File: config.mk
export PLATFORM = sky130hd
export DESIGN_NAME = slfl_link_ram
export DESIGN_NICKNAME = d
export VERILOG_FILES = /design/src/hw/rtl/slot_allocator_linked_free_list_macros.svh /design/src/hw/rtl/slfl_pkg.sv /design/src/hw/rtl/slfl_link_ram.sv
export SDC_FILE = /design/constraint.sdc
export NUM_CORES = 2
export LEC_CHECK = 0
export BUFFER_PORTS_ARGS = -buffer_cell sky130_fd_sc_hd__buf_2
export CAP_MARGIN = 20
export CORE_AREA = 2 2 426 428
export DETAILED_ROUTE_END_ITERATION = 12
export DIE_AREA = 0 0 428 430
export HOLD_SLACK_MARGIN = 0.05
export PLACE_DENSITY = 0.67
export SLEW_MARGIN = 20
export SYNTH_ARGS = -nofsm -noshare
export SYNTH_HDL_FRONTEND = slang
export SYNTH_SLANG_ARGS = --single-unit
File: constraint.sdc
create_clock -name clk -period 2.2 [get_ports clk]
set_input_delay 0.33 -clock clk [delete_from_list [all_inputs] [get_ports clk]]
set_output_delay 0.33 -clock clk [all_outputs]
set_load 0.01 [all_outputs]
File: src/hw/rtl/slot_allocator_linked_free_list_macros.svh
// Assertion macros shared by the slot allocator RTL.
`ifndef SLOT_ALLOCATOR_LINKED_FREE_LIST_MACROS_SVH
`define SLOT_ALLOCATOR_LINKED_FREE_LIST_MACROS_SVH

// Same-cycle implication, disabled while in reset.
`define SLFL_ASSERT_NOW(label, clk, rst, ante, cons, msg) \
  label: assert property (@(posedge clk) disable iff (rst) (ante) |-> (cons)) \
    else $error(msg);

// Next-cycle implication, disabled while in reset.
`define SLFL_ASSERT_NEXT(label, clk, rst, ante, cons, msg) \
  label: assert property (@(posedge clk) disable iff (rst) (ante) |=> (cons)) \
    else $error(msg);

`endif

File: src/hw/rtl/slfl_pkg.sv
// Types and constants for the slot allocator.
package slfl_pkg;

  // Pool geometry; the value SLOTS is the "no slot" link.
  localparam int unsigned SLOTS  = 256;
  localparam int unsigned IDX_W  = 8;
  localparam int unsigned LINK_W = 9;
  localparam logic [LINK_W-1:0] LINK_NONE = LINK_W'(SLOTS);

  typedef enum logic {
    MODE_ALLOC   = 1'b0,
    MODE_RELEASE = 1'b1
  } mode_t;

  typedef enum logic [1:0] {
    ST_OK       = 2'd0,
    ST_FULL     = 2'd1,
    ST_RANGE    = 2'd2,
    ST_NOT_USED = 2'd3
  } status_t;

  // Request item
  typedef struct packed {
    logic             mode;
    logic [IDX_W-1:0] slot_index;
  } req_t;

  // Result item
  typedef struct packed {
    status_t           status;
    logic [LINK_W-1:0] granted_slot;
    logic [LINK_W-1:0] used_count;
    logic              pool_full;
    logic              pool_empty;
    logic [LINK_W-1:0] newest_slot;
  } rsp_t;

  // Write port of a link memory
  typedef struct packed {
    logic              en;
    logic [IDX_W-1:0]  addr;
    logic [LINK_W-1:0] data;
  } link_wr_t;

endpackage

File: src/hw/rtl/slfl_link_ram.sv
// Link memory without reset: one write port, one registered read port with bypass.
module slfl_link_ram (
  input  logic                            clk,
  input  slfl_pkg::link_wr_t              wr,
  input  logic [slfl_pkg::IDX_W-1:0]      raddr,
  output logic [slfl_pkg::LINK_W-1:0]     rdata
);

  logic [slfl_pkg::LINK_W-1:0] mem [slfl_pkg::SLOTS];

  // write port
  always_ff @(posedge clk) begin
    if (wr.en) begin
      mem[wr.addr] <= wr.data;
    end
  end

  // registered read, a same-edge write to the read address wins
  always_ff @(posedge clk) begin
    if (wr.en && (wr.addr == raddr)) begin
      rdata <= wr.data;
    end else begin
      rdata <= mem[raddr];
    end
  end

endmodule

After elaboration in Yosys (flattened, before gate mapping)
Memory sizes are Yosys's and may differ from the RTL's. A register that Yosys moved wholly into a read port is not among the register bits. Index checks and enable logic that the tools add are counted.

Add/sub/neg operators: 0. Multipliers: 0. Divide/modulo/power cells: 0. Magnitude comparators: 0. Equality and inequality tests: 0. Shifts and indexed selects: 0. Mux-type cells: 2. Bitwise gates (word level): 0. Reductions and logical operators: 0.

Operators with widths (count): 2-to-1 mux 1 bit (2).

Bits in registers: 0. Bits in latches: 0. Bits in writable memories: 2304. Bits in read-only memories: 0. Bits of input ports: 27. Output and inout port bits: 9. Logic and storage cells: 3. Memories: 1.

Memory list: mem (words 256, bits a word 9, rd ports 1, clocked after memory_dff 1, wr ports 1, line slfl_link_ram.sv:9) `logic [slfl_pkg::LINK_W-1:0] mem [slfl_pkg::SLOTS];`.

Logic depth before layout (Yosys ltp)
Depth in word-level cells: 2. Mapped depth: 11. Depth with buffers taken out: 6.

Worst setup path before layout
No wires, ideal clock.

Path kind: reg2out. Start point: register with a tool-made name. End point: output port rdata[7] (netlist name). Arrival time: 2062 ps. Setup slack: -192 ps. Stages on the path, launching flop included: 10. Path buffers: 4. Path through: dfxtp_1 -> buf_6 -> buf_12 -> buf_6 -> buf_6 -> mux4_2 -> a22oi_1 -> a21oi_1 -> nor4_1 -> nor3_1.

RTL lines: end, declared (line slfl_link_ram.sv:6) `output logic [slfl_pkg::LINK_W-1:0] rdata`.

==> summary.md <==
| Metric | Value |
|---|---|
| Critical path startpoint category | `register` |
| Biggest register | `mem` |
| Syn Inst Count | `4236` |
| Max FFs per register | `2304` |
| RSZ-0062 raised after global routing | `yes` |
| DR WL/cell | `29.9 um` |
| Most common library cells after synthesis | `edfxtp_1 (2304), mux4_2 (467), nor2_1 (305)` |
| CTS sink cnt | `2312` |
| Critical path peak fanout | `10` |
| Final setup vio count | `9` |
| Crit path required time | `1870 ps` |
| Largest net degree at the start of global routing | `96` |
| #FFs+latches synth | `2312` |
| Die ar. | `184000 um2` |
| Fin. max-slew vios | `0` |
| GR Overflow Total | `0` |
| Slew Limit Headroom | `48.0%` |
| Syn Area/Cell | `21.1 um2` |
| IO buf count | `35` |
| Leakage | `35.8 nW` |
| Worst hold path class | `in -> reg` |
| Most common flop cell mapped by yosys | `edfxtp_1` |
| Outcome | `finished with violations` |
| DRT Pass-1 Iters | `5` |
| Synth top area cells | `edfxtp_1 (78%), mux4_2 (12%), mux2i_1 (2.0%)` |
| FF/Latch Area | `69400 um2` |
| PnR Total Power | `0.0917 W` |
| Drt via density | `6.14` |
| DR iter-0 viols | `6248` |
| Ys async rst share | `0%` |
| Number of global-route vias before repair | `47800` |
| # H-tree levels | `4` |
| Final ANT Viol Nets | `0` |
| Die Wd | `428 um` |
| Critical path capture point type | `output port` |
| Clk slew on worst S/H paths | `70 ps` |
| Hpwl dp | `150000 um` |
| Arrival time at the worst endpoint | `3800 ps` |
| Fin crit share | `188%` |
| Die Span Y | `430 um` |
| CTS buffer count | `219` |
| Vias | `47900` |
| Min setup slack post-route | `-1930 ps` |
| Ys Warns | `0` |
| P per Cell Area | `842 nW/um2` |
| EDFF count, synth | `2304` |
| First-pass GRT wire length | `336000 um` |
| Mapped cell area | `89300 um2` |
| Fraction of layout cells with a size suffix above 1 | `37.2%` |
| CTS root buffer | `clkbuf_16` |
| Row cnt | `156` |
| Area growth, synth to finish | `22.0%` |
| Final instance count without filler cells | `7809` |
| CTS tree | `built` |
| CTS Buffer Depth | `3` |
| Multi-input logic area | `19700 um2` |
| Ports | `36` |
| Distinct cells, synth | `57` |
| Biggest regs | `mem x2304` |
| Peak VDD IR | `1.03 mV` |
| Routability congestion estimate | `0.928` |
| Final Net Count | `5265` |
| Crit Path Class | `reg -> out` |
| Least-Margin Pin Slew | `780 ps` |
| Initial antenna violation count | `12` |
| Starting Density | `49.7%` |
| Placeable Area | `180000 um2` |
| Leading area contributor after synthesis | `edfxtp_1` |
| Failing checks | `negative setup slack` |
| Max-cap viol count | `0` |
| Fin util | `60.6%` |
| Syn_nets | `4263` |
| FMAX | `242 MHz` |
| Post-Route WL | `234000 um` |
| DRC violations left | `0` |
| Fillers | `12300` |
| Final Hold Vio Count | `0` |
| Cell count after placement | `7269` |
| Most common cell in the netlist | `edfxtp_1` |
| Fin crit period | `4130 ps` |
| GRT Overall Usage | `25.2%` |
| Share of the synthesized area in the top cell type | `77.5%` |
| Register area share after synthesis | `77.7%` |
[path summary, 6_finish.rpt]
| kind | cells after the start | startpoint | slack, ps | endpoint |
|---|---|---|---|---|
| hold / removal | 1 | wr[7] | 110 | mem[56][7] |
| setup / recovery | 12 | register | -1930 | rdata[2] |
[cells in the final DEF (no fill, tap or decap), types with 9 or more instances in the layout]
cell and count:
nor3_1 12, clkinv_2 42, nand3_1 31, nand2b_1 9, o22ai_2 9, o22ai_1 54, a22oi_2 51, nand2_1 40
nand4_1 11, buf_8 13, nor4_4 17, clkbuf_16 226, clkinv_1 57, a22oi_1 123, mux2_2 21, buf_6 36
nor2_1 303, buf_16 16, mux2i_1 172, a21oi_1 72, clkbuf_1 47, mux4_2 468, a211oi_1 13, buf_4 813
o221ai_1 30, o21ai_0 18, buf_12 108, edfxtp_1 2304, a21oi_2 24, nor2b_1 24, buf_2 23, bufinv_16 18
diode_2 12, dlygate4sd3_1 20
[kinds of logic (layout without fill, tap and decap cells)]
| logic type | Yosys count | count (layout) | synth area share, % |
|---|---|---|---|
| flip-flops | 2312 | 2312 | 77.7 |
| multiplexers | 674 | 674 | 14.3 |
| AND/OR/NAND/NOR | 500 | 500 | 2.50 |
| AO/OA/AOI/OAI | 489 | 489 | 3.75 |
| buffers and inverters | 261 | 1452 | 1.75 |
| other | 0 | 12 | 0 |
[where the power goes]
group	leakage [nW]	internal, W	switching [W]
Sequential	20.8	0.0485	0.0000520
Clock	3.43	0.0207	0.0164
Combinational	11.6	0.00261	0.00344
Total	35.8	0.0718	0.0199
[metal layers]
layer  global-route usage (%)  part of all wire, %
met1                     35.5                   39
met2                     39.7                   48
met3                     4.01                  8.9
met4                     10.7                  4.2
met5                        0               0.0030
[through the flow]
stage	TNS (ps)	worst slack [ps]	area (um2)	hold slack (ps)
after CTS	-17250	-1950	108000	54.1
after detailed placement	-13660	-1810	98900	435
final	-16870	-1930	109000	107
after global routing	-17430	-1980	109000	90.3
after floorplan	-1520	-181	89300	358
after global placement	-13540	-1830	98900	434
[what timing repair did]
item	in CTS	in global routing
pin swaps	51	60
resized for setup	221	128
cloned	7	5
hold buffers	20	0
endpoints found under the hold margin	380	0
setup buffers	47	45
endpoints found under the setup margin	9	9
[cell type report]
| type | instances | area share (%) |
|---|---|---|
| Tap cell | 2370 | 2.72 |
| Antenna cell | 12 | 0.0276 |
| Clock inverter | 141 | 1.22 |
| Timing Repair Buffer | 1040 | 9.04 |
| Clock buffer | 269 | 5.25 |
| Sequential cell | 2312 | 63.7 |
| Multi-Input combinational cell | 1663 | 18.1 |
| Inverter | 2 | 0.00689 |
[critical path: stages, from the launching register on]
cell	delay, ps
dfxtp_4	380
buf_12	140
buf_12	170
buf_16	160
buf_16	130
buf_12	130
mux4_2	510
a22oi_2	300
a21oi_1	130
buf_4	170
nor4_4	370
nor4_4	130
buf_2	180
No activity file was read; power rests on OpenSTA's default activity.
