==> config.mk <==
export PLATFORM = sky130hd
export DESIGN_NAME = slfl_free_ram
export DESIGN_NICKNAME = d
export VERILOG_FILES = /design/src/hw/rtl/slot_allocator_linked_free_list_macros.svh /design/src/hw/rtl/slfl_pkg.sv /design/src/hw/rtl/slfl_free_ram.sv
export SDC_FILE = /design/constraint.sdc
export NUM_CORES = 2
export LEC_CHECK = 0
export BUFFER_PORTS_ARGS = -buffer_cell sky130_fd_sc_hd__buf_4
export CORE_MARGIN = 8
export CORE_UTILIZATION = 57
export DETAILED_ROUTE_END_ITERATION = 8
export GPL_ROUTABILITY_DRIVEN = 0
export HOLD_SLACK_MARGIN = 0.03
export PLACE_DENSITY = 0.76
export SYNTH_ARGS = -nofsm -noshare
export SYNTH_HDL_FRONTEND = slang
export SYNTH_SLANG_ARGS = --single-unit
==> constraint.sdc <==
create_clock -name clk -period 2.8 [get_ports clk]
set_input_delay 0.42 -clock clk [delete_from_list [all_inputs] [get_ports clk]]
set_output_delay 0.42 -clock clk [all_outputs]
set_load 0.02 [all_outputs]
==> src/hw/rtl/slot_allocator_linked_free_list_macros.svh <==
// Assertion macros shared by the slot allocator RTL.
`ifndef SLOT_ALLOCATOR_LINKED_FREE_LIST_MACROS_SVH
`define SLOT_ALLOCATOR_LINKED_FREE_LIST_MACROS_SVH

// Same-cycle implication, disabled while in reset.
`define SLFL_ASSERT_NOW(label, clk, rst, ante, cons, msg) \
  label: assert property (@(posedge clk) disable iff (rst) (ante) |-> (cons)) \
    else $error(msg);

// Next-cycle implication, disabled while in reset.
`define SLFL_ASSERT_NEXT(label, clk, rst, ante, cons, msg) \
  label: assert property (@(posedge clk) disable iff (rst) (ante) |=> (cons)) \
    else $error(msg);

`endif

==> src/hw/rtl/slfl_pkg.sv <==
// Types and constants for the slot allocator.
package slfl_pkg;

  // Pool geometry; the value SLOTS is the "no slot" link.
  localparam int unsigned SLOTS  = 256;
  localparam int unsigned IDX_W  = 8;
  localparam int unsigned LINK_W = 9;
  localparam logic [LINK_W-1:0] LINK_NONE = LINK_W'(SLOTS);

  typedef enum logic {
    MODE_ALLOC   = 1'b0,
    MODE_RELEASE = 1'b1
  } mode_t;

  typedef enum logic [1:0] {
    ST_OK       = 2'd0,
    ST_FULL     = 2'd1,
    ST_RANGE    = 2'd2,
    ST_NOT_USED = 2'd3
  } status_t;

  // Request item
  typedef struct packed {
    logic             mode;
    logic [IDX_W-1:0] slot_index;
  } req_t;

  // Result item
  typedef struct packed {
    status_t           status;
    logic [LINK_W-1:0] granted_slot;
    logic [LINK_W-1:0] used_count;
    logic              pool_full;
    logic              pool_empty;
    logic [LINK_W-1:0] newest_slot;
  } rsp_t;

  // Write port of a link memory
  typedef struct packed {
    logic              en;
    logic [IDX_W-1:0]  addr;
    logic [LINK_W-1:0] data;
  } link_wr_t;

endpackage

==> src/hw/rtl/slfl_free_ram.sv <==
// Free-list link memory: per-entry valid bits make unwritten entries read as index plus one.
module slfl_free_ram (
  input  logic                            clk,
  input  logic                            rst,
  input  slfl_pkg::link_wr_t              wr,
  input  logic [slfl_pkg::IDX_W-1:0]      raddr,
  output logic [slfl_pkg::LINK_W-1:0]     rdata
);

  logic [slfl_pkg::LINK_W-1:0] mem [slfl_pkg::SLOTS];
  logic [slfl_pkg::SLOTS-1:0]  valid;

  // write port
  always_ff @(posedge clk) begin
    if (wr.en) begin
      mem[wr.addr] <= wr.data;
    end
  end

  // valid bits and registered read; after reset the head is slot 0, whose link is 1
  always_ff @(posedge clk) begin
    if (rst) begin
      valid <= '0;
      rdata <= slfl_pkg::LINK_W'(1);
    end else begin
      if (wr.en) begin
        valid[wr.addr] <= 1'b1;
      end
      if (wr.en && (wr.addr == raddr)) begin
        rdata <= wr.data;
      end else if (valid[raddr]) begin
        rdata <= mem[raddr];
      end else begin
        rdata <= slfl_pkg::LINK_W'(raddr) + slfl_pkg::LINK_W'(1);
      end
    end
  end

endmodule

# Word level (Yosys, flattened, before mapping)
# Memory sizes are Yosys's and may differ from the RTL's.
# Cells that the tools add are included.
# word_totals
ff_bits,265
latch_bits,0
mem_bits_rw,2304
rom_bits,0
input_bits,28
output_inout_bits,9
elab_cells,19
memories,1
# memory_table
name,words,word_bits,read_ports,rd_ports_with_merged_regs,write_ports,line_no,text
mem,256,9,1,0,1,slfl_free_ram.sv:10,logic [slfl_pkg::LINK_W-1:0] mem [slfl_pkg::SLOTS];
# classes
n_addsub,1
n_mul,0
div,0
n_lt_le_gt_ge,3
n_eq_ne,1
shift,0
mux,8
bitwise,1
reduce_logical,2
# op_table
op,n
bitwise OR 256 bit,1
< comparator 8 x 9 -> 1 bit (second input constant),2
2-to-1 mux 9 bit,2
adder 8 x 1 -> 9 bit (second input constant),1
binary-select mux 1 bit (select 8 bit),1
demux 1 bit (select 8 bit),1
equality test 8 bit,1
greater-or-equal comparator 8 x 1 -> 1 bit (second input constant),1
2-to-1 mux 1 bit,4
logical AND 1 bit,2

# Longest topological paths before layout
# depth
depth_word,5
depth_mapped,15
ltp_nobuf,8

# Worst setup path after synthesis
# No wires, ideal clock.
# synth_path
path_type,in2reg
startpoint,in raddr[0] (netlist bit)
endpoint,reg rdata[2] (netlist bit)
arrival_ns,2.627
required_time_ns,2.678
setup_slack_ns,0.052
cell_stages,13
path_buffers,6
path_cell_list,buf_6 > buf_12 > buf_12 > buf_6 > buf_6 > buf_6 > mux2i_1 > o22ai_1 > a2111oi_0 > o311ai_1 > a32oi_1 > nor3_1 > a221o_1
# synth_via
elab_chain_cells,4
word_cells_on_any_way,8
# synth_rtl
item,line_no,text
start: declaration,slfl_free_ram.sv:6,"input logic [slfl_pkg::IDX_W-1:0] raddr,"
binary-select mux 1 bit (select 8 bit),slfl_free_ram.sv:31,end else if (valid[raddr]) begin
2-to-1 mux 1 bit (not written as such),slfl_free_ram.sv:31,
2-to-1 mux 9 bit,slfl_free_ram.sv:31,
2-to-1 mux 9 bit (*),slfl_free_ram.sv:29,if (wr.en && (wr.addr == raddr)) begin
end signal: assignment,slfl_free_ram.sv:30,rdata <= wr.data;
end signal: assignment,slfl_free_ram.sv:32,rdata <= mem[raddr];
end signal: assignment,slfl_free_ram.sv:34,rdata <= slfl_pkg::LINK_W'(raddr) + slfl_pkg::LINK_W'(1);
end: declaration,slfl_free_ram.sv:7,output logic [slfl_pkg::LINK_W-1:0] rdata
# Mark *: on every way between the ends. The rest lies on a longest branch, timed or not. The select of a mux whose other input is x is not followed.
# A chain may end at the register's enable or synchronous reset.

# Worst setup path after layout
# layout_path
startpoint,reg valid[51] (netlist bit)
endpoint,reg rdata[0] (netlist bit)
# layout_via
elab_chain_cells,4
# layout_rtl
item,line_no,text
start: declaration,slfl_free_ram.sv:11,logic [slfl_pkg::SLOTS-1:0] valid;
start signal: assignment,slfl_free_ram.sv:23,valid <= '0;
start signal: indexed assignment,slfl_free_ram.sv:27,valid[wr.addr] <= 1'b1;
binary-select mux 1 bit (select 8 bit),slfl_free_ram.sv:31,
2-to-1 mux 1 bit (not written as such),slfl_free_ram.sv:31,
2-to-1 mux 9 bit,slfl_free_ram.sv:31,
2-to-1 mux 9 bit,slfl_free_ram.sv:29,
# No other way between the ends. The select of a mux whose other input is x is not followed.

==> flow_metrics.tcl <==
set metrics [dict create \
    preCtsSetupSlack_ns -1.110 \
    fillers 10420 \
    clk_latency_ns 0.91 \
    area_delta_synth_final_pct 18.32 \
    utilization_pct 67.99 \
    dieArea_um2 189100 \
    cp_slowest_stage_delay_ns 0.50 \
    grt_use_total_pct 30.75 \
    initial_core_util_pct 57.46 \
    grt_pass1_vias 58380 \
    grt_pass1_wl_um 421300 \
    crit_required_ns 3.60 \
    violations "setup timing" \
    clk_pin_slew_ns 0.06 \
    ys_ff_latch 2569 \
    end_kind "register" \
    power-per-cell-area_nw_per_um2 682.7 \
    period_share_pct 102.9 \
    antenna_found_initial 12 \
    avgViaCountPerCell 6.730 \
    fin_nets 6213 \
    htreeDepth 4 \
    max_freq_ghz 0.3472 \
    drive_gt1_share_pct 31.29 \
    total_power_uw 80770 \
    maxSlewHeadroom_pct 28.91 \
    cts-root-buf "clkbuf_16" \
    ys.flop_type "edfxtp_1" \
    seq_area_frac_synth_pct 74.50 \
    cts.path.max_buffers 3 \
    fin_crit_ns 2.881 \
    crit_fanout 4 \
    synth-edff-count 2304 \
    cts_buffers 239 \
    crit_chain "mux4_2 > o211ai_1 > o2111ai_2 > nor2_4 > buf_6 > buf_4 > o2bb2ai_4 > nor3_1 > o31ai_1" \
    synth_area_um2 99990 \
    yosysWarningCount 0 \
    routed-via-count 58790 \
    grt_max_degree 107 \
    dp_hpwl_um 191500 \
    layout_common_cells "2,304 x edfxtp_1, 871 x buf_4, 741 x nor2_1" \
    syn_area_per_cell_um2 18.95 \
    num_rows 153 \
    pin_count 37 \
    rsz0062_at_grt "yes" \
    finalHoldViolCount 0 \
    dr.pass1.iters 6 \
    p_leak_uw 0.03986 \
    peakVddDrop_mv 0.8970 \
    drtIter0Drc 9321 \
    synth_area_leaders "edfxtp_1 69%, mux4_2 12%, dfxtp_1 5.3%" \
    yosysTopAreaCellShare_pct 69.19 \
    worst_slew_pin_slew_ns 1.066 \
    overflow 0 \
    slowest_stage "mux4_2" \
    fp.dieH_um 434.8 \
    tritoncts "yes" \
    core-area_um2 174000 \
    finalMaxSlewViolations 0 \
    post_drt_wl_per_cell_um 34.08 \
    path_class "register to register" \
    wl_um 297700 \
    setup_viol 8 \
    synth.distinct_cells 79 \
    start_kind "register" \
    placed_cell_area_um2 109600 \
    status "finished with violations" \
    cap_violations 0 \
    port_buffers 36 \
    ant_nets 0 \
    synth_area_leader_cell "edfxtp_1" \
    skew_ns 0.07905 \
    asyncSetResetFlopFracSynth_pct 0 \
    min_path_type "primary input to register" \
    syn_nets 5307 \
    syn_inst 5278 \
    layout.cells.most_common "edfxtp_1" \
    drcViolationCount 0 \
    fp.dieW_um 434.8 \
    clock-sinks 2569 \
    fin_area_um2 118300 \
    final.setup.worst_slack_ns -0.08059 \
    cp.arrival_ns 3.68 \
]
registers in the layout (all words and copies together) (netlist names):
register,cells
mem,2304
valid,256
rdata,9
critical path: cells and delay by family (launching register included):
kind	cells	cell delay, ns
AOI/OAI and AO/OA	4	1.25
muxes	1	0.50
and+or+nand+nor	2	0.44
DFF	1	0.31
buffers and inverters	2	0.28
worst paths after layout:
kind | startpoint | to | slack [ns] | depth (start not counted)
max | valid[51] | rdata[0] | -0.08 | 9
min | wr[0] | mem[74][0] | 0.1 | 1
min reg2reg | valid[148] | valid[148] | 0.47 | 2
max reg2reg | valid[51] | rdata[0] | -0.08 | 9
metrics by stage:
step / hold WS [ns] / instances / setup TNS (ns)
floorplan: 0.4316 / 5278 / 0
global placement: 0.4425 / 8259 / -9.529
detailed placement: 0.4521 / 8260 / -8.743
CTS: 0.04499 / 8721 / 0
global route: 0.08194 / 8730 / -0.3793
finish: 0.09699 / 8736 / -0.3941
power breakdown:
group / switching, uW / internal [uW]
clock network: 14600 / 19100
logic: 3240 / 1980
registers: 74.1 / 41800
cell type report:
cell class              instances  area, um^2  share of cell area (%)
clock buffers                 326        6639                   5.611
inverters                       8       40.04                 0.03384
diodes                          9       22.52                 0.01904
well taps                    2325        2909                   2.459
repair buffers                993        8831                   7.464
clock inverters               133        1648                   1.393
flip-flops and latches       2569       74490                   62.96
multi-input cells            2373       23730                   20.06
cell usage after synthesis, drive strengths merged, types with 21 or more instances:
cell       n
a21oi     99
a221oi    61
a22oi     83
buf      181
clkbuf   148
dfxtp    265
edfxtp  2304
mux2i    284
mux4     547
nand2     85
nand3     59
nor2     744
nor2b     21
nor3      28
o211ai    21
o21ai     59
o21ba     29
o221ai    27
logic make-up after synthesis:
| logic type | after synthesis | synth area share [%] |
|---|---|---|
| adder cells (fa/ha/maj) | 1 | 0.01251 |
| multiplexers | 840 | 15.32 |
| buffers and inverters | 337 | 2.166 |
| XOR/XNOR | 14 | 0.1226 |
| AND/OR/NAND/NOR | 1001 | 4.114 |
| AO/OA/AOI/OAI | 516 | 3.770 |
| flip-flops | 2569 | 74.50 |
routing by layer:
metal  global-route usage (%)  wire length, um  vias to the layer above
met5                        0               29                        -
met1                    40.11            99590                    29720
met2                    46.15           133500                     4868
met4                    18.51            22190                        6
met3                    9.044            42470                     1078
li1                         -                -                    23120
repair_timing:
item,CTS,global route
pin swaps,11,17
setup buffers,0,5
cloned,0,1
hold buffers,2,0
endpoints found under the hold margin,49,0
endpoints found under the setup margin,9,9
resized for setup,26,32
Power figures use the tool's default switching activity.
